[config.mk]
export PLATFORM = sky130hd
export DESIGN_NAME = fhm_queue
export DESIGN_NICKNAME = d
export VERILOG_FILES = /design/src/hw/rtl/fhm_pkg.sv /design/src/hw/rtl/fhm_queue.sv
export SDC_FILE = /design/constraint.sdc
export NUM_CORES = 1
export LEC_CHECK = 0
export BUFFER_PORTS_ARGS = -buffer_cell sky130_fd_sc_hd__buf_2
export CORE_MARGIN = 5
export CORE_UTILIZATION = 53
export CTS_BUF_LIST = sky130_fd_sc_hd__clkbuf_2 sky130_fd_sc_hd__clkbuf_4 sky130_fd_sc_hd__clkbuf_8
export DETAILED_ROUTE_END_ITERATION = 7
export PLACE_DENSITY = 0.74
export SYNTH_ARGS = -nofsm -noshare
export SYNTH_HDL_FRONTEND = slang
export SYNTH_SLANG_ARGS = --single-unit
export TNS_END_PERCENT = 1
[constraint.sdc]
create_clock -name clock -period 7.75 [get_ports clock]
set_clock_uncertainty 0.15 [all_clocks]
set_input_delay 0.3875 -clock clock [delete_from_list [all_inputs] [get_ports clock]]
set_output_delay 0.3875 -clock clock [all_outputs]
set_load 0.1 [all_outputs]
[src/hw/rtl/fhm_pkg.sv]
// Shared types, constants and the carrier table generator for the hop mixer.
`default_nettype none

package fhm_pkg;

   // Configuration port shape and register indexes
   localparam int CSR_INDEX_BITS = 2;
   localparam int CSR_DATA_BITS  = 13;
   localparam logic [CSR_INDEX_BITS-1:0] REG_PULSE_LENGTH   = 2'd0;
   localparam logic [CSR_INDEX_BITS-1:0] REG_PULSES_PER_HOP = 2'd1;

   // Register limits
   localparam int PULSE_LENGTH_BITS   = 13;
   localparam int PULSES_PER_HOP_BITS = 9;
   localparam int PULSE_LENGTH_MAX    = 4096;
   localparam int PULSES_PER_HOP_MAX  = 256;
   localparam int POSITION_BITS       = 20;
   localparam int HOP_SIZE_BITS       = 21;

   // Fixed step format on the input side
   localparam int STEP_BITS = 32;

   // Carrier format, Q1.15
   localparam int CARRIER_BITS = 16;
   localparam int CARRIER_FRAC = 15;
   localparam int ROUND_HALF   = 1 << (CARRIER_FRAC - 1);

   // Queue between front and back
   localparam int QUEUE_DEPTH     = 4;
   localparam int QUEUE_PTR_BITS  = 2;
   localparam int QUEUE_CNT_BITS  = 3;

   // Pi/2 in Q30
   localparam longint HALF_PI_Q30 = 64'sd1686629713;

   typedef enum logic [1:0] {
      QUAD_FIRST  = 2'd0,
      QUAD_SECOND = 2'd1,
      QUAD_THIRD  = 2'd2,
      QUAD_FOURTH = 2'd3
   } quadrant_type;

   // Quarter-wave sine entry k of a table with 2^addr_bits steps per quadrant,
   // Q30 Taylor series rounded to Q15 and clipped; evaluated at elaboration.
   function automatic logic [CARRIER_BITS-1:0] quarter_sine(input int unsigned k,
                                                            input int unsigned addr_bits);
      longint x;
      longint term;
      longint sum;
      begin
         x    = (HALF_PI_Q30 * longint'(k)) >>> addr_bits;
         term = x;
         sum  = x;
         for (int n = 1; n <= 7; n++) begin
            term = (term * x) >>> 30;
            term = (term * x) >>> 30;
            case (n)
               1:       term = term / 6;
               2:       term = term / 20;
               3:       term = term / 42;
               4:       term = term / 72;
               5:       term = term / 110;
               6:       term = term / 156;
               default: term = term / 210;
            endcase
            if ((n % 2) == 1) begin
               sum = sum - term;
            end else begin
               sum = sum + term;
            end
         end
         if (sum < 0) begin
            sum = 0;
         end
         sum = (sum + 16384) >>> 15;
         if (sum > 32767) begin
            sum = 32767;
         end
         return sum[CARRIER_BITS-1:0];
      end
   endfunction

endpackage

`default_nettype wire

[src/hw/rtl/fhm_queue.sv]
// Short first-in first-out queue between the front end and the mixing pipeline.
`default_nettype none

module fhm_queue
   import fhm_pkg::*;
#(
   parameter int WIDTH = 65
) (
   input  wire logic             clock,
   input  wire logic             reset,
   input  wire logic             push,
   input  wire logic [WIDTH-1:0] push_data,
   input  wire logic             pop,
   output logic [WIDTH-1:0]      pop_data,
   output logic                  full,
   output logic                  empty
);

   logic [WIDTH-1:0]          entry_ff [QUEUE_DEPTH];
   logic [QUEUE_PTR_BITS-1:0] wr_ptr_ff, wr_ptr_in;
   logic [QUEUE_PTR_BITS-1:0] rd_ptr_ff, rd_ptr_in;
   logic [QUEUE_CNT_BITS-1:0] count_ff, count_in;
   logic                      do_push;
   logic                      do_pop;

   assign full     = (count_ff == QUEUE_CNT_BITS'(QUEUE_DEPTH));
   assign empty    = (count_ff == '0);
   assign do_push  = push && !full;
   assign do_pop   = pop && !empty;
   assign pop_data = entry_ff[rd_ptr_ff];

   // Move pointers and occupancy
   always_comb begin
      wr_ptr_in = do_push ? wr_ptr_ff + QUEUE_PTR_BITS'(1) : wr_ptr_ff;
      rd_ptr_in = do_pop  ? rd_ptr_ff + QUEUE_PTR_BITS'(1) : rd_ptr_ff;
      count_in  = count_ff;
      if (do_push && !do_pop) begin
         count_in = count_ff + QUEUE_CNT_BITS'(1);
      end else if (do_pop && !do_push) begin
         count_in = count_ff - QUEUE_CNT_BITS'(1);
      end
   end

   always_ff @(posedge clock) begin
      if (reset) begin
         wr_ptr_ff <= '0;
         rd_ptr_ff <= '0;
         count_ff  <= '0;
      end else begin
         wr_ptr_ff <= wr_ptr_in;
         rd_ptr_ff <= rd_ptr_in;
         count_ff  <= count_in;
      end
   end

   // Store payload
   always_ff @(posedge clock) begin
      if (do_push) begin
         entry_ff[wr_ptr_ff] <= push_data;
      end
   end

endmodule

`default_nettype wire

Word level (Yosys, flattened, before mapping)
Memories as Yosys holds them, arrays and structs flattened. A register that Yosys moved wholly into a read port is not among the register bits.
Cells that the tools add are included.

storage, ports and cells
  bits in registers = 7
  latch bits = 0
  bits in writable memories = 260
  memory bits (read-only) = 0
  input bits = 69
  output and inout bits = 67
  word-level logic and storage cells = 25
  memories kept = 1

operators by class
  $add $sub $neg = 4
  multipliers = 0
  div/mod/pow operators = 0
  order comparisons = 0
  eq/ne operators = 1
  shift operators = 0
  multiplexer cells = 6
  bitwise gates (word level) = 0
  reduce and logical (&&, ||, !) cells = 10

memory list
  memory    words  bits a word  rd ports  clocked after Yosys merged registers in  write ports  RTL line         text
  entry_ff  4      65           1         1                                        1            fhm_queue.sv:19  logic [WIDTH-1:0] entry_ff [QUEUE_DEPTH];

operator list
  kind                   count
  $mux W3                2
  $add A2 B1 Y2 const B  2
  $logic_and A1 B1 Y1    4
  $logic_not A1 Y1       4
  $mux W2                2
  $add A3 B1 Y3 const B  1
  $eq A3 B3 Y1 const B   1
  $logic_not A3 Y1       1
  $sub A3 B1 Y3 const B  1
  $mux W1                2
  $reduce_bool A2 Y1     1

Depth between registers and ports, before layout
  word-level depth = 7
  gate-level depth with buffers = 8
  mapped depth without buffers = 8

Least setup slack after synthesis
Ideal clock, no wire load.

  path kind = reg2reg
  start point = reg count_ff[1]
  end point = mem entry_ff[0][0], enable pin
  setup time = 551 ps
  arrival = 2881 ps
  data required time = 7049 ps
  slack = 4167 ps
  stages on the path, launching flop included = 4
  path buffers = 0
  clock period less this slack = 3583 ps
  path through = dfxtp_1 > nor3b_2 > nor2_1 > and2_1

on the way
  longest elaborated chain between the ends = 5

ends and longest elaborated chain
  what                           RTL line         text
  start, declared                fhm_queue.sv:22  logic [QUEUE_CNT_BITS-1:0] count_ff, count_in;
  start signal, assigned         fhm_queue.sv:52  count_ff <= count_in;
  $eq A3 B3 Y1                   fhm_queue.sv:26  assign full = (count_ff == QUEUE_CNT_BITS'(QUEUE_DEPTH));
  via full                       fhm_queue.sv:15  output logic full,
  $logic_not A1 Y1               fhm_queue.sv:28  assign do_push = push && !full;
  $logic_and A1 B1 Y1            fhm_queue.sv:28
  via do_push                    fhm_queue.sv:23  logic do_push;
  $mux W1                        fhm_queue.sv:58  if (do_push) begin
  $mux W1 (not written as such)  fhm_queue.sv:59  entry_ff[wr_ptr_ff] <= push_data;
  end, declared                  fhm_queue.sv:19

The timed path passes the listed nets, and every way through them passes these cells.

==> flow_summary.yaml <==
floorplan:
  fp-row-count: 50
  initial_core_util: 0.534
  die_w_um: 147
  core-area_um2: 18500
  dieArea_um2: 21500
  die_h_um: 147
  pin_count: 136
drt:
  dr.pass1.iters: 4
  drtIter0Drc: 232
  wirelength_um: 18100
  viasPerCell: 5.35
  drc_errors: 0
  final_antenna_net_count: 0
  vias: 4714
  post_drt_wl_per_cell_um: 20.5
grt:
  grt_pass1_vias: 5276
  grt_pass1_wl_um: 28700
  grt_overflow: 0
  grt-busiest-layer: "met2"
  grt_use_total: 0.172
  grt_max_degree: 66
  use_met1: 0.214
  grtUsageMet2: 0.300
  met3_usage: 0.0459
  grt_antenna_before_repair: 0
synth:
  ys_ff_latch: 269
  ys_seq_area_frac: 0.808
  synth_area_um2: 9890
  avgSynthCellArea_um2: 25.5
  ys_warn_count: 0
  synth_cell_types: 23
  syn_inst: 387
  syn_nets: 462
worst_setup_path:
  path_class: "reg -> out"
  r2r_slack_ns: 5.21
  worstPathMaxFanout: 33
  path_delay_family: "buffers and inverters"
  end_kind: "primary output"
  rr_worst_depth: 8
  path_buf_inv: 2
  arrival_ns: 2.99
  reg2reg_from: "count_ff[0]$_SDFFE_PP0P_"
  reg2reg_to: "count_ff[2]$_SDFFE_PP0P_"
  crit_chain: "buf_4 -> mux4_2 -> buf_2"
  cp_num_cells: 3
  max_stage_delay_ns: 0.79
  crit_required_ns: 7.21
  critPathSlowestCell: "dfxtp_4"
  crit_path_end: "pop_data[54]"
  start_kind: "flop"
clock_tree:
  tritoncts: "done"
  insertion_delay_ns: 0.52
  cts_buffers: 42
  htree_levels: 2
  clock_path_buffers: 3
  clock-sinks: 269
  root_buffer: "clkbuf_8"
  clk_pin_slew_ns: 0.06
  post_cts_resized: 0
power:
  ir_worst_vdd_uv: 295
  p_per_area_nw_per_um2: 406
  leakagePower_uw: 0.00421
status:
  status: "complete, no violations"
timing:
  worst_pin_slew_ns: 1.02
  max_freq_mhz: 283
  final-setup-viol-count: 0
  setup_ws_ns: 4.22
  finalCritPeriodShare: 0.456
  fin_tns_setup_ns: 0
  final_period_minus_worst_setup_slack_ns: 3.53
  final-max-slew-violation-count: 0
  finalHoldViolCount: 0
  rsz0062_at_grt: "no"
  max_slew_margin: 0.318
placed_design:
  place.gp.congestion: 0.744
  io_buffers: 135
  post-dp-hpwl_um: 9840
  place_area_um2: 10700
  dp_slack_ns: 4.66
final_layout:
  final_net_count: 693
  area_growth_syn_to_layout_pct: 23.7
  fill_cells: 1221
  drive_above_1_share: 0.428
  design_area_um2: 12200
  layout_common_cells: "edfxtp_1, buf_2, dlygate4sd3_1"
  n_antenna_cell: 0
  final_common_cell: "edfxtp_1"
hold_path:
  hold_path_class: "in -> reg"
run:
  maxCapViolations: 0
==> per-stage QoR <==
stage / hold WS, ns / power (uW) / util / cells
after floorplan: 0.332 / 3560 / - / 387
after global placement: 0.340 / 3790 / 0.579 / 742
final: 0.119 / 4970 / 0.661 / 881
after global routing: 0.101 / 5160 / 0.661 / 881
after CTS: 0.0796 / 5020 / 0.661 / 881
after detailed placement: 0.373 / 3810 / 0.579 / 742
==> power by group <==
group	switching, uW	leakage, uW	total (uW)	internal (uW)
registers	108	0.00246	1860	1750
clock network	504	0.000456	1190	681
logic	1500	0.00129	1920	419
total	2120	0.00421	4970	2850
==> flip-flops by register name, summed over array words and instances, names as in the netlist, named ones only <==
signal     count
wr_ptr_ff      2
entry_ff     260
count_ff       3
rd_ptr_ff      2
==> timing repair <==
action / in CTS / in global routing
setup endpoints to repair: 0 / 0
buffers inserted: 0 / 0
endpoints found under the hold margin: 268 / 0
hold buffers: 66 / 0
==> area by class of cell <==
cell class | count | area (um^2) | share of cell area
clock buffer | 62 | 747 | 0.0611
clock inverter | 11 | 100 | 0.00818
inverter | 4 | 15.0 | 0.00123
multi-input combinational | 99 | 1740 | 0.142
sequential | 269 | 8000 | 0.654
tap | 234 | 293 | 0.0239
timing repair buffer | 202 | 1340 | 0.110
==> cells by family (layout without fill, tap and decap cells) <==
kind of cell             count (synthesis)  in the layout  share of synthesized area
flip-flops                             269            269                      0.808
multiplexers                            67             67                      0.150
buffers and inverters                   19            279                     0.0173
AND/OR/NAND/NOR                         16             16                    0.00911
adder cells (fa/ha/maj)                  6              6                    0.00835
AO/OA/AOI/OAI                            6              6                    0.00367
XOR/XNOR                                 4              4                    0.00354
==> worst reg2reg max path, stage by stage, from the launching register on <==
cell     delay, ns
dfxtp_1       0.47
nor3b_2       0.11
nor2_1        0.37
ha_1          0.28
inv_1         0.06
fa_1          0.38
xor2_1        0.18
or3_1         0.33
a21oi_1       0.14
==> how the worst min path moves through the flow <==
stage	from	endpoint	slack, ns	cells after the start
after floorplan	wr_ptr_ff[1]$_SDFFE_PP0P_	wr_ptr_ff[1]$_SDFFE_PP0P_	0.33	2
after global placement	wr_ptr_ff[1]$_SDFFE_PP0P_	wr_ptr_ff[1]$_SDFFE_PP0P_	0.34	2
after detailed placement	rd_ptr_ff[1]$_SDFFE_PP0P_	flop	0.37	2
after CTS	push	wr_ptr_ff[0]$_SDFFE_PP0P_	0.08	4
after global routing	push	wr_ptr_ff[0]$_SDFFE_PP0P_	0.10	4
final	push	wr_ptr_ff[0]$_SDFFE_PP0P_	0.12	4
==> per-layer routing <==
layer | vias to the layer above | wire (um)
met4 | 0 | 313
met1 | 2424 | 7100
li1 | 2113 | -
met3 | 27 | 1040
met5 | - | 0
met2 | 150 | 9620
==> Yosys cell counts <==
cell / number / area, um^2
o21ai_0: 2 / 10.0
edfxtp_1: 260 / 7810
buf_4: 1 / 7.51
clkbuf_1: 2 / 7.51
or3_1: 2 / 12.5
o31ai_1: 1 / 7.51
buf_2: 6 / 30.0
nor3b_2: 1 / 12.5
dfxtp_1: 9 / 180
buf_12: 5 / 100
inv_1: 4 / 15.0
nor2_1: 6 / 22.5
mux4_2: 65 / 1460
a21oi_1: 2 / 10.0
ha_1: 5 / 62.6
nand2b_1: 2 / 12.5
fa_1: 1 / 20.0
mux2i_1: 2 / 20.0
buf_6: 1 / 11.3
nor3_1: 1 / 5.00
o311ai_0: 1 / 8.76
and2_1: 4 / 25.0
xor2_1: 4 / 35.0
Note: power is estimated with default switching activity, not from simulation.
