[config.mk]
export PLATFORM = sky130hd
export DESIGN_NAME = fhm_front
export DESIGN_NICKNAME = d
export VERILOG_FILES = /design/src/hw/rtl/fhm_pkg.sv /design/src/hw/rtl/fhm_front.sv
export SDC_FILE = /design/constraint.sdc
export NUM_CORES = 1
export LEC_CHECK = 0
export BUFFER_PORTS_ARGS = -buffer_cell sky130_fd_sc_hd__buf_4
export CELL_PAD_IN_SITES_DETAIL_PLACEMENT = 1
export CELL_PAD_IN_SITES_GLOBAL_PLACEMENT = 1
export CORE_MARGIN = 4
export CORE_UTILIZATION = 44
export CTS_BUF_LIST = sky130_fd_sc_hd__clkbuf_16
export CTS_CLUSTER_SIZE = 8
export DETAILED_ROUTE_END_ITERATION = 6
export PLACE_DENSITY = 0.85
export SYNTH_ARGS = -nofsm -noshare
export SYNTH_HDL_FRONTEND = slang
export SYNTH_SLANG_ARGS = --single-unit
[constraint.sdc]
create_clock -name clock -period 10.27 [get_ports clock]
set_clock_uncertainty 0.1 [all_clocks]
set_input_delay 3.081 -clock clock [delete_from_list [all_inputs] [get_ports clock]]
set_output_delay 3.081 -clock clock [all_outputs]
set_load 0.005 [all_outputs]
[src/hw/rtl/fhm_pkg.sv]
// Shared types, constants and the carrier table generator for the hop mixer.
`default_nettype none

package fhm_pkg;

   // Configuration port shape and register indexes
   localparam int CSR_INDEX_BITS = 2;
   localparam int CSR_DATA_BITS  = 13;
   localparam logic [CSR_INDEX_BITS-1:0] REG_PULSE_LENGTH   = 2'd0;
   localparam logic [CSR_INDEX_BITS-1:0] REG_PULSES_PER_HOP = 2'd1;

   // Register limits
   localparam int PULSE_LENGTH_BITS   = 13;
   localparam int PULSES_PER_HOP_BITS = 9;
   localparam int PULSE_LENGTH_MAX    = 4096;
   localparam int PULSES_PER_HOP_MAX  = 256;
   localparam int POSITION_BITS       = 20;
   localparam int HOP_SIZE_BITS       = 21;

   // Fixed step format on the input side
   localparam int STEP_BITS = 32;

   // Carrier format, Q1.15
   localparam int CARRIER_BITS = 16;
   localparam int CARRIER_FRAC = 15;
   localparam int ROUND_HALF   = 1 << (CARRIER_FRAC - 1);

   // Queue between front and back
   localparam int QUEUE_DEPTH     = 4;
   localparam int QUEUE_PTR_BITS  = 2;
   localparam int QUEUE_CNT_BITS  = 3;

   // Pi/2 in Q30
   localparam longint HALF_PI_Q30 = 64'sd1686629713;

   typedef enum logic [1:0] {
      QUAD_FIRST  = 2'd0,
      QUAD_SECOND = 2'd1,
      QUAD_THIRD  = 2'd2,
      QUAD_FOURTH = 2'd3
   } quadrant_type;

   // Quarter-wave sine entry k of a table with 2^addr_bits steps per quadrant,
   // Q30 Taylor series rounded to Q15 and clipped; evaluated at elaboration.
   function automatic logic [CARRIER_BITS-1:0] quarter_sine(input int unsigned k,
                                                            input int unsigned addr_bits);
      longint x;
      longint term;
      longint sum;
      begin
         x    = (HALF_PI_Q30 * longint'(k)) >>> addr_bits;
         term = x;
         sum  = x;
         for (int n = 1; n <= 7; n++) begin
            term = (term * x) >>> 30;
            term = (term * x) >>> 30;
            case (n)
               1:       term = term / 6;
               2:       term = term / 20;
               3:       term = term / 42;
               4:       term = term / 72;
               5:       term = term / 110;
               6:       term = term / 156;
               default: term = term / 210;
            endcase
            if ((n % 2) == 1) begin
               sum = sum - term;
            end else begin
               sum = sum + term;
            end
         end
         if (sum < 0) begin
            sum = 0;
         end
         sum = (sum + 16384) >>> 15;
         if (sum > 32767) begin
            sum = 32767;
         end
         return sum[CARRIER_BITS-1:0];
      end
   endfunction

endpackage

`default_nettype wire

[src/hw/rtl/fhm_front.sv]
// Front end: configuration registers, hop group tracking and phase accumulation.
`default_nettype none

module fhm_front
   import fhm_pkg::*;
#(
   parameter int PHASE_BITS  = 32,
   parameter int SAMPLE_BITS = 16
) (
   input  wire logic                                clock,
   input  wire logic                                reset,
   input  wire logic                                csr_we,
   input  wire logic [CSR_INDEX_BITS-1:0]           csr_index,
   input  wire logic [CSR_DATA_BITS-1:0]            csr_wdata,
   input  wire logic                                in_valid,
   output logic                                     in_ready,
   input  wire logic signed [SAMPLE_BITS-1:0]       sample_i,
   input  wire logic signed [SAMPLE_BITS-1:0]       sample_q,
   input  wire logic [STEP_BITS-1:0]                hop_phase_step,
   input  wire logic                                q_full,
   output logic                                     q_push,
   output logic [PHASE_BITS+2*SAMPLE_BITS:0]        q_data
);

   logic [PULSE_LENGTH_BITS-1:0]   pulse_length_ff, pulse_length_in;
   logic [PULSES_PER_HOP_BITS-1:0] pulses_per_hop_ff, pulses_per_hop_in;
   logic [PULSE_LENGTH_BITS-1:0]   pl_eff;
   logic [PULSES_PER_HOP_BITS-1:0] ph_eff;
   logic [HOP_SIZE_BITS-1:0]       hop_size_ff, hop_size_in;
   logic [POSITION_BITS-1:0]       position_ff, position_in;
   logic [HOP_SIZE_BITS-1:0]       position_inc;
   logic [PHASE_BITS-1:0]          phase_ff, phase_in;
   logic [PHASE_BITS-1:0]          step_ff, step_in;
   logic [PHASE_BITS+STEP_BITS-1:0] step_wide;
   logic [PHASE_BITS-1:0]          step_scaled;
   logic [PHASE_BITS-1:0]          phase_next;
   logic                           start;
   logic                           accept;

   // Decode configuration writes; unknown indexes are dropped
   always_comb begin
      pulse_length_in   = pulse_length_ff;
      pulses_per_hop_in = pulses_per_hop_ff;
      if (csr_we) begin
         unique case (csr_index)
            REG_PULSE_LENGTH:   pulse_length_in   = csr_wdata[PULSE_LENGTH_BITS-1:0];
            REG_PULSES_PER_HOP: pulses_per_hop_in = csr_wdata[PULSES_PER_HOP_BITS-1:0];
            default: begin
            end
         endcase
      end
   end

   // Clamp the register values being loaded: zero counts as one, oversize as the maximum,
   // so the group size register changes on the same edge as the registers
   always_comb begin
      if (pulse_length_in == '0) begin
         pl_eff = PULSE_LENGTH_BITS'(1);
      end else if (pulse_length_in > PULSE_LENGTH_BITS'(PULSE_LENGTH_MAX)) begin
         pl_eff = PULSE_LENGTH_BITS'(PULSE_LENGTH_MAX);
      end else begin
         pl_eff = pulse_length_in;
      end
      if (pulses_per_hop_in == '0) begin
         ph_eff = PULSES_PER_HOP_BITS'(1);
      end else if (pulses_per_hop_in > PULSES_PER_HOP_BITS'(PULSES_PER_HOP_MAX)) begin
         ph_eff = PULSES_PER_HOP_BITS'(PULSES_PER_HOP_MAX);
      end else begin
         ph_eff = pulses_per_hop_in;
      end
   end

   assign hop_size_in = HOP_SIZE_BITS'(pl_eff) * HOP_SIZE_BITS'(ph_eff);

   // Scale the 2^-32 turn step to the accumulator width
   assign step_wide   = {hop_phase_step, PHASE_BITS'(0)};
   assign step_scaled = step_wide[PHASE_BITS+STEP_BITS-1:STEP_BITS];

   assign start      = (position_ff == '0);
   assign phase_next = start ? step_scaled : (phase_ff + step_ff);
   assign in_ready   = !q_full;
   assign accept     = in_valid && !q_full;

   // Advance group position and phase on each accepted transaction
   assign position_inc = HOP_SIZE_BITS'(position_ff) + HOP_SIZE_BITS'(1);
   always_comb begin
      position_in = position_ff;
      phase_in    = phase_ff;
      step_in     = step_ff;
      if (accept) begin
         phase_in = phase_next;
         if (start) begin
            step_in = step_scaled;
         end
         if (position_inc >= hop_size_ff) begin
            position_in = '0;
         end else begin
            position_in = position_inc[POSITION_BITS-1:0];
         end
      end
   end

   always_ff @(posedge clock) begin
      if (reset) begin
         pulse_length_ff   <= PULSE_LENGTH_BITS'(1);
         pulses_per_hop_ff <= PULSES_PER_HOP_BITS'(1);
         hop_size_ff       <= HOP_SIZE_BITS'(1);
         position_ff       <= '0;
         phase_ff          <= '0;
         step_ff           <= '0;
      end else begin
         pulse_length_ff   <= pulse_length_in;
         pulses_per_hop_ff <= pulses_per_hop_in;
         hop_size_ff       <= hop_size_in;
         position_ff       <= position_in;
         phase_ff          <= phase_in;
         step_ff           <= step_in;
      end
   end

   // Queue entry: sample_i, sample_q, phase, hop start (low bit first)
   assign q_push = accept;
   assign q_data = {start, phase_next, sample_q, sample_i};

endmodule

`default_nettype wire

* Word-level counts from Yosys, hierarchy flattened *
Cells that the tools add are included.

word-level totals
  register bits = 127
  bits of input ports = 84
  word-level logic and storage cells = 30

operators by class
  mux-type cells = 10
  multipliers = 1
  equal/unequal tests = 1
  magnitude comparators = 3
  reductions and logical operators = 7
  add/sub/neg operators = 2

operator list
  operator                                             number
  two-way mux 13 bit                                   4
  two-way mux 9 bit                                    4
  adder 32 bit                                         1
  two-way mux 32 bit                                   1
  adder 20 x 1 -> 21 bit, second input constant        1
  >= comparator 21 bit                                 1
  multiplier 13 x 9 -> 21 bit                          1
  zero test 20 bit                                     1
  two-way mux 20 bit                                   1
  > comparator 13 bit, second input constant           1
  zero test 13 bit                                     1
  > comparator 9 bit, second input constant            1
  zero test 9 bit                                      1
  equality test 2 x 1 -> 1 bit, second input constant  1
  zero test 2 bit                                      1
  AND reduction 2 bit                                  1
  logical AND 1 bit                                    1
  zero test 1 bit                                      1

* Logic depth before layout (Yosys ltp) *
  depth in word-level cells = 7
  depth in mapped cells = 25
  gate-level depth less buffers = 25

* Least setup slack after synthesis *
OpenSTA, ideal clock, no wires.

  path type = input port to flip-flop
  start point = in csr_wdata[4]
  end point = reg hop_size_ff[18]
  slack = 1.443 ns
  required time = 10.055 ns
  arrival time = 8.611 ns
  stages on the path = 22
  cell sequence = or4_1 nor4_1 nand4_1 o21ai_2 xnor2_1 or3_1 fa_1 inv_1 fa_1 fa_1 inv_1 fa_1 inv_1 ha_1 a21o_1 a21o_1 a21o_1 a21oi_1 a21boi_0 o21a_1 or3_1 and3_1

between the ends
  word-level cells in the longest chain between the ends = 6
  elaborated cells on any way between the ends = 13
  classes of those cells = mul (1); order compare (2); mux (8); reduce/logical (2)

ends and longest elaborated chain
  item                                                       line                              source
  from (decl)                                                fhm_front.sv:14                   input wire logic [CSR_DATA_BITS-1:0] csr_wdata,
  two-way mux 13 bit or two-way mux 9 bit (tied branches)    fhm_front.sv:45                   unique case (csr_index)
  two-way mux 13 bit or two-way mux 9 bit (tied branches)    fhm_front.sv:44                   if (csr_we) begin
  > comparator 13 bit or > comparator 9 bit (tied branches)  fhm_front.sv:59, fhm_front.sv:66
  two-way mux 13 bit or two-way mux 9 bit (tied branches)    fhm_front.sv:59, fhm_front.sv:66
  two-way mux 13 bit or two-way mux 9 bit (tied branches)    fhm_front.sv:57, fhm_front.sv:64
  multiplier 13 x 9 -> 21 bit (*)                            fhm_front.sv:73                   assign hop_size_in = HOP_SIZE_BITS'(pl_eff) * HOP_SIZE_BITS'(ph_eff);
  to (signal assigned)                                       fhm_front.sv:114                  hop_size_ff <= hop_size_in;
  to (decl)                                                  fhm_front.sv:29                   logic [HOP_SIZE_BITS-1:0] hop_size_ff, hop_size_in;

Mark *: on every way between the ends. The rest lies on a longest branch, timed or not.
A chain may end at the register's enable or synchronous reset.

* Worst setup path in the final report *
  start point = in csr_wdata[4]
  end point = reg hop_size_ff[20]

The elaborated chain is that of the path after synthesis.

==> results.yml <==
yosys:
  ys_types: 66
  yosysWarnings: 0
  syn_area_um2: 11300
  synth_seq_cells: 127
  ys.flop_type: "dfxtp_1"
  synth-edff-count: 0
  async_flop_share: 0
  synth_cells: 1452
  synth_area_per_cell_um2: 7.78
  syn-num-nets: 1708
  yosysSeqAreaShare: 0.225
  yosysTopAreaCell: "dfxtp_1"
  synth_area_leaders: "dfxtp_1 (23%), fa_1 (14%), ha_1 (10%), nand2_1 (7.0%), nor2_1 (6.5%)"
  synth_top_area_frac: 0.225
clock_network:
  cts_made_buffers: 17
  cts_buffer_depth: 2
  cts_root_buf: "clkbuf_16"
  cts.htree.levels: 4
  clk_pin_slew_ns: 0.06
  postCtsHoldBufs: 0
  cts-resized-gates: 0
  clk_latency_ns: 0.45
  cts_tree: "yes"
  cts_setup_buffers: 0
  clock-sinks: 127
global_routing:
  grt_overflow_total: 0
  track_usage: 0.250
  grt_pass1_wl_um: 57300
  grt_start_max_net_pins: 90
  grt_pass1_vias: 11100
  antenna_found_initial: 0
place:
  dp_slack_ns: 0.831
  gp_congestion: 0.991
  port_buffers: 86
  dp.final_hpwl_um: 26200
  placed_area_um2: 12000
layout:
  area_delta_synth_final_pct: 11.1
  fin_nets: 1731
  final_common_cell: "nand2_1"
  final_area_um2: 12500
  n_antenna_cell: 0
  drive_gt1_frac: 0.101
  mostFrequentLayoutCells: "nand2_1 (209), nor2_1 (195), inv_1 (144)"
worst_hold_path:
  min_to: "step_ff[29]"
  hold_path_class: "reg -> reg"
  whs_path_depth: 2
  hp-start: "step_ff[29]"
floorplanning:
  rows: 58
  core_area_um2: 25300
  die-area_um2: 28300
  die_y_um: 168
  start_util: 0.447
  pin_count: 151
  die_x_um: 168
worst_setup_path:
  path_common_cell: "fa_1"
  slowest_delay_ns: 0.55
  start_kind: "input port"
  crit_slowest_cell: "fa_1"
  cp.arrival_ns: 9.38
  r2r_setup_slack_ns: 3.81
  cp_top_family: "adder cells"
  crit_fanout: 8
  crit_path_end_kind: "register"
  crit_type: "in -> reg"
  r2r-start: "pulse_length_ff[4]"
  cp.required_ns: 10.50
  critPathBufInv: 3
  r2r_end: "hop_size_ff[20]"
  path_cells: "buf_4 -> or4_1 -> nor4_1 -> nand4_1 -> o21ai_2 -> xnor2_1 -> nand2b_1 -> nor2_1 -> fa_1 -> fa_1 -> fa_1 -> inv_1 -> fa_1 -> inv_1 -> ha_1 -> a21o_1 -> a21o_1 -> a21o_1 -> a21oi_1 -> a21boi_0 -> o21a_1 -> o21ai_0 -> nand3_1 -> o311ai_0"
  reg2reg_depth: 22
timing:
  worstMarginPinSlew_ns: 1.01
  relSlewSlack: 0.326
  fin_setup_tns_ns: 0
  hold_violations: 0
  max_freq_mhz: 109
  report.final.setup_viol: 0
  fin_crit_ns: 9.15
  hold-worst-slack_ns: 0.363
  fin_crit_sh: 0.891
  grt_setup_unrepaired: "false"
  slew_viol_final: 0
  fin_ws_ns: 1.12
routing:
  drcViolationCount: 0
  drtIter0Drc: 553
  wl_per_cell_um: 19.5
  vias_per_cell: 5.68
  ant_nets: 0
  vias: 10300
  wl_um: 35400
  first_pass_iters: 5
power_and_ir_drop:
  total_power_mw: 1.56
  ir_drop_v: 0.000102
  power.density_nw_per_um2: 124
  p_leak_nw: 5.88
run_status:
  outcome: "completed"
run:
  cap_violations: 0
## state kept, by name (all words and copies together), names as in the netlist
name               flops
step_ff               32
pulses_per_hop_ff      9
hop_size_ff           21
pulse_length_ff       13
phase_ff              32
position_ff           20
## Yosys cell counts (4+ instances only)
cell	count
nor4_1	12
xnor2_1	36
a21o_1	27
a22o_1	5
nand4_1	9
nor3_1	24
nor2b_1	7
buf_2	8
buf_1	5
mux2i_1	23
and2_1	5
buf_4	34
nand2_1	210
inv_1	142
o211ai_1	7
a211oi_1	12
o21ai_0	40
a22oi_1	8
o21a_1	12
fa_1	78
o21ai_1	7
o21bai_1	8
nand2b_1	26
and3_1	10
nor2_1	195
dfxtp_1	127
a21oi_1	108
a31oi_1	5
xor2_1	27
mux2_2	4
or3_1	10
o31ai_1	5
clkbuf_1	46
nand3_1	27
ha_1	94
## cell families (layout without fill, tap and decap cells)
family / Yosys count / after routing / share of synthesized area
AOI/OAI and AO/OA: 272 / 272 / 0.152
xor gates and xnor gates: 63 / 63 / 0.0488
adders and majority gates: 172 / 172 / 0.242
buffers and inverters: 238 / 274 / 0.0926
DFF: 127 / 127 / 0.225
muxes: 27 / 27 / 0.0244
and+or+nand+nor: 553 / 553 / 0.215
## metal layers
metal / wire, um / track usage / vias up / share of wire
li1: - / - / 4826 / -
met2: 18200 / 0.453 / 263 / 0.52
met4: 922 / 0.0921 / 0 / 0.026
met1: 14700 / 0.298 / 5156 / 0.42
met5: 0 / 0 / - / 0
met3: 1480 / 0.0364 / 80 / 0.042
## per-stage QoR
stage	util	cells
final	0.497	1818
after global routing	0.497	1818
after CTS	0.497	1818
after detailed placement	0.473	1786
after global placement	0.473	1786
after floorplan	-	1452
## final cells by class
class                      count  area (um2)
multi-input combinational   1087        7720
sequential                   127        2540
tap                          330         413
clock buffer                  17         425
inverter                     143         537
timing repair buffer          99         743
clock inverter                15         169
fill                        3187       12700
## worst register-to-register path, delay by kind of cell (launching register included)
kind	cells	cell delay, ns
buffers and inverters	2	0.13
AO/OA/AOI/OAI	9	1.67
AND/OR/NAND/NOR	5	1.33
flip-flops	1	0.32
XOR/XNOR	1	0.35
adder cells (fa/ha/maj)	5	2.45
## worst max-delay path by stage
stage | to | cells after the start | start | slack (ns)
6_report | hop_size_ff[20] | 24 | csr_wdata[4] | 1.12
5_1_grt | hop_size_ff[20] | 24 | csr_wdata[4] | 0.73
4_1_cts | hop_size_ff[20] | 24 | csr_wdata[4] | 1.15
3_5_place_dp | hop_size_ff[20] | 24 | csr_wdata[4] | 0.83
3_3_place_gp | hop_size_ff[18] | 23 | csr_wdata[4] | 1.03
2_1_floorplan | hop_size_ff[18] | 22 | csr_wdata[4] | 1.44
## power breakdown
part           total, mW  switching (mW)  internal (mW)
logic              0.378           0.234          0.145
registers          0.534          0.0147          0.519
clock network      0.645           0.264          0.380
total               1.56           0.513           1.04
Power figures use the tool's default switching activity.
